<file path="config.mk">
export PLATFORM = sky130hd
export DESIGN_NAME = tsb_ctrl
export DESIGN_NICKNAME = d
export VERILOG_FILES = /design/src/tsb_pkg.sv /design/src/tsb_ctrl.sv
export VERILOG_INCLUDE_DIRS = /design/src /design/src/src
export SDC_FILE = /design/constraint.sdc
export NUM_CORES = 1
export LEC_CHECK = 0
export ABC_AREA = 1
export BUFFER_PORTS_ARGS = -buffer_cell sky130_fd_sc_hd__buf_2
export CORE_AREA = 5 5 42 44
export CTS_CLUSTER_DIAMETER = 150
export DETAILED_ROUTE_END_ITERATION = 16
export DIE_AREA = 0 0 47 49
export PLACE_DENSITY = 0.47
export SKIP_LAST_GASP = 1
export SYNTH_ARGS = -nofsm -noshare
export SYNTH_HDL_FRONTEND = slang
export SYNTH_SLANG_ARGS = --single-unit
</file>
<file path="constraint.sdc">
create_clock -name clk -period 1.1 [get_ports clk]
set_input_delay 0.055 -clock clk [delete_from_list [all_inputs] [get_ports clk]]
set_output_delay 0.055 -clock clk [all_outputs]
set_load 0.02 [all_outputs]
</file>
<file path="src/text_screen_buffer_defines.svh">
// Assertion macros shared by the screen buffer modules.
// Expects signals named clk and rst in the module that uses them.
`ifndef TEXT_SCREEN_BUFFER_DEFINES_SVH
`define TEXT_SCREEN_BUFFER_DEFINES_SVH

// The consequent must hold in the same cycle as the antecedent.
`define TSB_ASSERT_NOW(lbl, ante, cons, msg) \
  lbl: assert property (@(posedge clk) disable iff (rst) (ante) |-> (cons)) \
    else $error(msg);

// The consequent must hold in the cycle after the antecedent.
`define TSB_ASSERT_NEXT(lbl, ante, cons, msg) \
  lbl: assert property (@(posedge clk) disable iff (rst) (ante) |=> (cons)) \
    else $error(msg);

`endif

</file>
<file path="src/tsb_pkg.sv">
// Shared types and constants for the text screen buffer.
// No dependencies; used by the controller, the datapath and the top level.
`default_nettype none

package tsb_pkg;

  // Operation codes carried on the mode input.
  localparam logic [2:0] MODE_PEEK   = 3'd0;
  localparam logic [2:0] MODE_POKE   = 3'd1;
  localparam logic [2:0] MODE_WRITE  = 3'd2;
  localparam logic [2:0] MODE_READ   = 3'd3;
  localparam logic [2:0] MODE_SCROLL = 3'd4;
  localparam logic [2:0] MODE_CLEAR  = 3'd5;

  // Status codes returned with every result.
  localparam logic [1:0] STATUS_OK    = 2'd0;
  localparam logic [1:0] STATUS_ADDR  = 2'd1;
  localparam logic [1:0] STATUS_VALUE = 2'd2;

  localparam logic [7:0]  SPACE_CODE   = 8'h20;
  localparam int          BYTE_MAX     = 255;
  localparam logic [15:0] BASE_DEFAULT = 16'h3C00;

  // Source of the read data for a single-access request.
  typedef enum logic [1:0] {
    RD_ZERO,
    RD_MEM,
    RD_SPACE
  } tsb_rd_sel_t;

  // Controller states.
  typedef enum logic [2:0] {
    ST_INIT,
    ST_IDLE,
    ST_RESP,
    ST_SCROLL_RD,
    ST_SCROLL_WR,
    ST_FILL
  } tsb_state_t;

  // Commands from the controller to the datapath.
  typedef struct packed {
    logic accept;
    logic ptr_clr;
    logic ptr_bot;
    logic ptr_inc;
    logic scroll_wr;
    logic fill_wr;
    logic emit_single;
    logic emit_zero;
  } tsb_cmd_t;

  // Status from the datapath to the controller.
  typedef struct packed {
    logic at_move_end;
    logic at_end;
  } tsb_stat_t;

endpackage

`default_nettype wire

</file>
<file path="src/tsb_ctrl.sv">
// Controller state machine for the text screen buffer.
// Depends on tsb_pkg and text_screen_buffer_defines.svh.
`default_nettype none
`include "text_screen_buffer_defines.svh"

module tsb_ctrl import tsb_pkg::*; #(
  parameter int ROWS = 24
) (
  input  wire logic       clk,
  input  wire logic       rst,
  input  wire logic       start,
  input  wire logic [2:0] mode,
  input  wire tsb_stat_t  stat,
  output tsb_cmd_t        cmd,
  output logic            busy
);

  tsb_state_t state;
  tsb_state_t state_next;
  logic       accept;
  logic       is_scroll;
  logic       is_clear;

  assign busy      = (state != ST_IDLE);
  assign accept    = start && (state == ST_IDLE);
  assign is_scroll = (mode == MODE_SCROLL);
  assign is_clear  = (mode == MODE_CLEAR);

  // State register; reset starts the pass that fills the store with spaces.
  always_ff @(posedge clk) begin
    if (rst) begin
      state <= ST_INIT;
    end else begin
      state <= state_next;
    end
  end

  // Next-state logic.
  always_comb begin
    state_next = state;
    case (state)
      ST_INIT: begin
        if (stat.at_end) begin
          state_next = ST_IDLE;
        end
      end
      ST_IDLE: begin
        if (accept) begin
          if (is_scroll) begin
            state_next = (ROWS > 1) ? ST_SCROLL_RD : ST_FILL;
          end else if (is_clear) begin
            state_next = ST_FILL;
          end else begin
            state_next = ST_RESP;
          end
        end
      end
      ST_RESP: begin
        state_next = ST_IDLE;
      end
      ST_SCROLL_RD: begin
        state_next = ST_SCROLL_WR;
      end
      ST_SCROLL_WR: begin
        state_next = stat.at_move_end ? ST_FILL : ST_SCROLL_RD;
      end
      ST_FILL: begin
        if (stat.at_end) begin
          state_next = ST_IDLE;
        end
      end
      default: begin
        state_next = ST_IDLE;
      end
    endcase
  end

  // Command outputs.
  always_comb begin
    cmd = '0;
    case (state)
      ST_INIT: begin
        cmd.fill_wr = 1'b1;
        cmd.ptr_inc = !stat.at_end;
      end
      ST_IDLE: begin
        cmd.accept = accept;
        if (accept && is_scroll) begin
          if (ROWS > 1) begin
            cmd.ptr_clr = 1'b1;
          end else begin
            cmd.ptr_bot = 1'b1;
          end
        end else if (accept && is_clear) begin
          cmd.ptr_clr = 1'b1;
        end
      end
      ST_RESP: begin
        cmd.emit_single = 1'b1;
      end
      ST_SCROLL_RD: begin
        cmd = '0;
      end
      ST_SCROLL_WR: begin
        cmd.scroll_wr = 1'b1;
        if (stat.at_move_end) begin
          cmd.ptr_bot = 1'b1;
        end else begin
          cmd.ptr_inc = 1'b1;
        end
      end
      ST_FILL: begin
        cmd.fill_wr = 1'b1;
        if (stat.at_end) begin
          cmd.emit_zero = 1'b1;
        end else begin
          cmd.ptr_inc = 1'b1;
        end
      end
      default: begin
        cmd = '0;
      end
    endcase
  end

  // Single accesses pass through the response state and then return to idle.
  `TSB_ASSERT_NEXT(a_single_to_resp, accept && !is_scroll && !is_clear, state == ST_RESP, "single request did not enter the response state")
  `TSB_ASSERT_NEXT(a_resp_to_idle, state == ST_RESP, state == ST_IDLE, "response state lasted more than one cycle")
  `TSB_ASSERT_NEXT(a_scroll_to_fill, (state == ST_SCROLL_WR) && stat.at_move_end, state == ST_FILL, "scroll did not continue with the bottom row fill")

endmodule

`default_nettype wire

</file>
==> results of run 1 <==
[routing by layer]
metal	track usage	vias to the layer above
met3	0.0517	2
met4	0.0276	0
met2	0.140	12
li1	-	210
met5	0	-
met1	0.107	181
[worst max-delay path by stage]
stage,startpoint,endpoint,slack (ns),depth (start not counted)
2_1_floorplan,state[0],cmd[4],0.02,5
3_3_place_gp,state[0],cmd[4],-0.05,6
3_5_place_dp,state[0],state[0],-0.04,7
4_1_cts,state[0],cmd[4],-0.13,6
5_1_grt,state[0],cmd[4],-0.18,6
6_report,state[1],cmd[4],-0.11,6
[critical path: cells and delay by family, from the launching register on]
family                 cells  cell delay, ns
buffers and inverters      1            0.15
and+or+nand+nor            4            0.34
DFF                        1            0.36
AOI/OAI and AO/OA          1            0.07
[logic make-up (layout without fill, tap and decap cells)]
logic type	count (synthesis)	count (layout)	synth area share
AND/OR/NAND/NOR	25	25	0.436
buffers and inverters	9	42	0.123
AO/OA/AOI/OAI	8	8	0.223
flip-flops	3	3	0.218
[power breakdown]
part           internal [mW]  switching, mW  total, mW
combinational          0.148          0.150      0.298
sequential             0.117         0.0194      0.136
clock                  0.136         0.0649      0.201
[metrics by stage]
step                instance area, sq um  setup slack (ns)
finish                               622            -0.110
global route                         622            -0.175
CTS                                  531            -0.129
detailed placement                   428           -0.0407
global placement                     428           -0.0475
floorplan                            275            0.0246
[synth_stat cells (all sizes together)]
library cell | number | area share
a21oi | 2 | 0.091
nand3 | 6 | 0.13
o22ai | 1 | 0.023
o211ai | 1 | 0.027
nor2 | 7 | 0.095
inv | 9 | 0.12
dfxtp | 3 | 0.22
o21bai | 1 | 0.027
nand2 | 11 | 0.20
nor3 | 1 | 0.018
o21ai | 3 | 0.055
[final cells by class]
class / instances / area [sq um] / share of cell area
Inverter: 9 / 38.8 / 0.0624
Timing Repair Buffer: 29 / 226 / 0.364
Tap cell: 16 / 20.0 / 0.0322
Sequential cell: 3 / 71.3 / 0.115
Clock buffer: 4 / 26.3 / 0.0423
Multi-Input combinational cell: 33 / 239 / 0.384
[timing repair]
item	in CTS	in global routing
buffers inserted	3	2
endpoints found under the hold margin	0	1
gates resized for setup	20	19
setup endpoints to repair	11	11
pin swaps	4	6
hold buffers	0	1
==> impl_results.rst, run 1 <==
.. list-table::
   :header-rows: 1

   * - Metric
     - Value
   * - Leakage
     - 0.313 nW
   * - Tightest Hold Check Type
     - primary input to flip-flop
   * - Top library cells by usage in the layout, fill and taps aside
     - buf_4 (13), buf_2 (8), buf_6 (7), inv_1 (6), nand2_1 (5)
   * - Number of register bits inferred by synthesis
     - 3
   * - Clock tree from TritonCTS
     - done
   * - Die Ht
     - 49 um
   * - Number of buffers added on ports
     - 16
   * - Largest buffer count on any clock path
     - 2
   * - HPWL Detailed
     - 665 um
   * - Clock insertion delay at the later pin of the skew report
     - 0.24 ns
   * - Violated checks
     - setup timing
   * - Worst hold path depth
     - 4
   * - Final nets
     - 87
   * - Via count of the first global-routing pass
     - 376
   * - Iteration-0 DRC count of the detailed router
     - 3
   * - Detail-routed via count per cell
     - 4.31
   * - Routed wire per std cell
     - 10.7 um
   * - Final hold slack
     - 0.140 ns
   * - Boundary Pins
     - 17
   * - Row count
     - 14
   * - Critical path type
     - flip-flop to output pin
   * - Max-slew headroom at the worst pin
     - 0.878
   * - Routability Congestion
     - 0.747
   * - Via count of the routed design
     - 405
   * - Type of element capturing the critical path
     - output pin
   * - Time the final worst path needs with I/O delays and setup
     - 1.21 ns
   * - Overall power of the completed layout
     - 0.635 mW
   * - Worst Hold Path EP
     - state[1]
   * - Met2 WL
     - 534 um
   * - Antenna viol nets, final
     - 0
   * - Source of the worst register-to-register timing path
     - state[0]
   * - Critical-path cell list
     - nor2_4, nand2_4, nand2_4, nand2_2, o21ai_1, buf_4
   * - Depth of the worst register-to-register path
     - 7
   * - Least setup slack across all paths after layout
     - -0.110 ns
   * - Critical path's most frequent cell
     - nand2_4
   * - FF-to-FF setup slack
     - 0 ns
   * - Final hold violations
     - 0
   * - Total global-route track usage
     - 0.0921
   * - Filler-free cell count of the finished design
     - 94
   * - Max_cap viols
     - 0
   * - Yosys Warn Count
     - 0
   * - Unique masters post-synth
     - 17
   * - Largest regs
     - state x3
   * - Area Overhead vs Synth
     - 126%
   * - Worst IR Drop VDD
     - 801 uV
   * - Routed metal-1 wirelength
     - 383 um
   * - Pwr per Cell Area
     - 1020 mW/mm^2
   * - RSZ-0062 raised after global routing
     - true
   * - Buffer type at the clock tree root
     - clkbuf_4
   * - Number of flip-flops in the largest register
     - 3
   * - Critical-path top delay cell
     - dfxtp_4
   * - Number of buffers inserted during clock tree synthesis
     - 3
   * - Reg-to-reg critical path endpoint
     - state[2]
   * - Most common cell after layout, fill and taps aside
     - buf_4
   * - Core box area
     - 0.00140 sq mm
   * - H-tree Lvls
     - 1
   * - Setup Skew
     - 0.00548 ns
   * - Largest net degree at the start of global routing
     - 6
   * - Mean Syn Cell Area
     - 6.12 sq um
   * - Mapped Nets
     - 53
   * - Filler cells
     - 169
   * - Final sum of negative setup slack
     - -0.342 ns
   * - Chip Width
     - 47 um
   * - Period Utilization, post-route
     - 1.10
   * - Post-synthesis instance area
     - 275 sq um
   * - CP Max Fanout
     - 4
   * - Register area share after synthesis
     - 0.218
   * - Delay of the slowest cell on the worst path
     - 0.36 ns
   * - Die Footprint
     - 0.00230 sq mm
   * - Aggregate global routing overflow
     - 0
   * - Number of cells produced by synthesis
     - 45
   * - Clock-pin slew reported for the worst setup and hold paths after clock tree synthesis
     - 0.04 ns
   * - Remaining DRCs
     - 0
   * - Final antenna diode count
     - 0
   * - Endpoint arrival time on the critical path
     - 1.16 ns
   * - Transition time of the tightest slew-check pin
     - 0.183 ns
   * - Count of endpoints failing setup in the final report
     - 7
   * - Finished Core Util
     - 0.444
   * - Share of layout cells above drive strength 1
     - 0.667
   * - Highest signal layer in the routed design
     - met4
   * - Starting Density
     - 0.196
   * - Type of origin of the critical path
     - flip-flop
   * - Number of antenna violations at the first check in global routing
     - 0
   * - CTS Sinks
     - 3
   * - Achievable clock frequency
     - 0.826 GHz
   * - Outcome
     - finished, violations left
   * - Met3 wirelength from detailed routing
     - 78 um
   * - Total Wirelength
     - 1000 um
   * - Required @ worst endpoint
     - 1.04 ns
   * - Number of placed cells counting well taps
     - 84
   * - Number of iterations in the first detailed-routing pass
     - 3
   * - Register with the most flip-flops
     - state
   * - Worst min-delay path startpoint
     - stat[1]
   * - Max-slew violation count
     - 0
   * - Wire length of the first global-routing pass
     - 1550 um
No activity file was read; power rests on OpenSTA's default activity.
==> inputs of run 2 (changes only) <==
--- a/config.mk
+++ b/config.mk
@@ -8,11 +8,12 @@
 export LEC_CHECK = 0
 export ABC_AREA = 1
 export BUFFER_PORTS_ARGS = -buffer_cell sky130_fd_sc_hd__buf_2
-export CORE_AREA = 5 5 42 44
+export CORE_AREA = 2 2 39 41
 export CTS_CLUSTER_DIAMETER = 150
 export DETAILED_ROUTE_END_ITERATION = 16
-export DIE_AREA = 0 0 47 49
+export DIE_AREA = 0 0 41 43
 export PLACE_DENSITY = 0.47
+export REMOVE_ABC_BUFFERS = 1
 export SKIP_LAST_GASP = 1
 export SYNTH_ARGS = -nofsm -noshare
 export SYNTH_HDL_FRONTEND = slang
==> impl_results.rst, run 2 (synthesis results as in run 1) <==
.. list-table::
   :header-rows: 1

   * - Metric
     - Value
   * - Number of placed cells counting well taps
     - 81
   * - Achievable clock frequency
     - 0.839 GHz
   * - Transition time of the tightest slew-check pin
     - 0.198 ns
   * - Share of layout cells above drive strength 1
     - 0.667
   * - Buffer type at the clock tree root
     - clkbuf_4
   * - Reg-to-reg critical path endpoint
     - state[2]
   * - Worst min-delay path startpoint
     - stat[1]
   * - Iteration-0 DRC count of the detailed router
     - 2
   * - Die Footprint
     - 0.00176 sq mm
   * - HPWL Detailed
     - 635 um
   * - Number of flip-flops in the largest register
     - 3
   * - Routed wire per std cell
     - 9.93 um
   * - CP Max Fanout
     - 3
   * - Final hold violations
     - 0
   * - Outcome
     - finished, violations left
   * - Die Ht
     - 43 um
   * - Largest buffer count on any clock path
     - 2
   * - Number of buffers inserted during clock tree synthesis
     - 3
   * - Antenna viol nets, final
     - 0
   * - Time the final worst path needs with I/O delays and setup
     - 1.19 ns
   * - Pwr per Cell Area
     - 1070 mW/mm^2
   * - FF-to-FF setup slack
     - -0.01 ns
   * - Count of endpoints failing setup in the final report
     - 9
   * - Tightest Hold Check Type
     - primary input to flip-flop
   * - Finished Core Util
     - 0.431
   * - Least setup slack across all paths after layout
     - -0.0922 ns
   * - Number of antenna violations at the first check in global routing
     - 0
   * - Source of the worst register-to-register timing path
     - state[0]
   * - Required @ worst endpoint
     - 1.04 ns
   * - Depth of the worst register-to-register path
     - 7
   * - Worst hold path depth
     - 4
   * - Worst Hold Path EP
     - state[1]
   * - Type of element capturing the critical path
     - output pin
   * - Clock-pin slew reported for the worst setup and hold paths after clock tree synthesis
     - 0.03 ns
   * - Total global-route track usage
     - 0.111
   * - Area Overhead vs Synth
     - 117%
   * - Routability Congestion
     - 0.716
   * - Endpoint arrival time on the critical path
     - 1.14 ns
   * - Largest net degree at the start of global routing
     - 6
   * - Chip Width
     - 41 um
   * - H-tree Lvls
     - 1
   * - Type of origin of the critical path
     - flip-flop
   * - Placed cell areas
     - 405 sq um
   * - Filler-free cell count of the finished design
     - 91
   * - Largest regs
     - state x3
   * - Max_cap viols
     - 0
   * - Top library cells by usage in the layout, fill and taps aside
     - buf_2 (9), buf_4 (9), buf_6 (7), inv_1 (6), nand2_1 (5)
   * - Boundary Pins
     - 17
   * - Remaining DRCs
     - 0
   * - Worst IR Drop VDD
     - 889 uV
   * - Number of iterations in the first detailed-routing pass
     - 2
   * - Total Wirelength
     - 904 um
   * - Critical path type
     - flip-flop to output pin
   * - Period Utilization, post-route
     - 1.08
   * - Final design instance area without fill
     - 597 sq um
   * - Violated checks
     - setup timing
   * - Setup Skew
     - 0.00452 ns
   * - CTS Sinks
     - 3
   * - Via count of the routed design
     - 381
   * - RSZ-0062 raised after global routing
     - true
   * - Max-slew headroom at the worst pin
     - 0.868
   * - Wire length of the first global-routing pass
     - 1320 um
   * - Filler cells
     - 153
   * - Clock insertion delay at the later pin of the skew report
     - 0.23 ns
   * - Max-slew violation count
     - 0
   * - Leakage
     - 0.300 nW
   * - Clock tree from TritonCTS
     - done
   * - Starting Density
     - 0.199
   * - Final nets
     - 84
   * - Core box area
     - 0.00138 sq mm
   * - Row count
     - 14
   * - Via count of the first global-routing pass
     - 361
   * - Detail-routed via count per cell
     - 4.19
   * - Number of buffers added on ports
     - 16
   * - Aggregate global routing overflow
     - 0
   * - Register with the most flip-flops
     - state
   * - Final antenna diode count
     - 0
[run 2: worst max path at each step]
stage	slack [ns]	cells after the start	startpoint	end
3_5_place_dp	-0.01	7	state[1]	state[0]
5_1_grt	-0.19	6	state[0]	cmd[6]
3_3_place_gp	-0.008	7	state[1]	state[0]
4_1_cts	-0.15	6	state[0]	cmd[4]
6_report	-0.09	6	state[1]	cmd[5]
2_1_floorplan	-0.07	3	state[0]	cmd[4]
[run 2: what timing repair did]
action,in CTS,in global routing
endpoints found under the hold margin,1,0
setup buffers,4,1
pin swaps,7,7
resized for setup,27,11
endpoints found under the setup margin,10,11
hold buffers,1,0
[run 2: final cells by class]
type                    instances  area (sq um)  area share
clock buffers                   4          26.3      0.0440
inverters                       9          36.3      0.0608
multi-input cells              33           244       0.409
flip-flops and latches          3          68.8       0.115
well taps                      16          20.0      0.0335
repair buffers                 26           201       0.338
[run 2: power breakdown]
group	leakage, nW	total [mW]	switching, mW	internal (mW)
Combinational	0.259	0.309	0.153	0.156
Sequential	0.0264	0.133	0.0155	0.118
Clock	0.0150	0.195	0.0587	0.136
[run 2: stage by stage]
stage	hold slack, ns	total power [mW]	TNS, ns	setup WS, ns
floorplan	0.117	0.252	-0.0667	-0.0667
global placement	0.250	0.327	-0.00888	-0.00826
detailed placement	0.249	0.326	-0.0205	-0.0110
CTS	0.160	0.611	-0.735	-0.147
global route	0.197	0.697	-1.16	-0.187
finish	0.174	0.637	-0.433	-0.0922
[run 2: critical path, stage by stage (launching register included)]
cell	delay, ns
dfxtp_2	0.34
nor2_4	0.13
buf_4	0.12
buf_6	0.08
nand3_2	0.06
inv_2	0.06
buf_6	0.11
[run 2: layer usage]
layer  vias up  track usage  routed length (um)
met1       164        0.117                 331
met2        13        0.181                 505
met4         0       0.0400                   0
met5         -            0                   0
met3         0       0.0524                  68
li1        204            -                   -
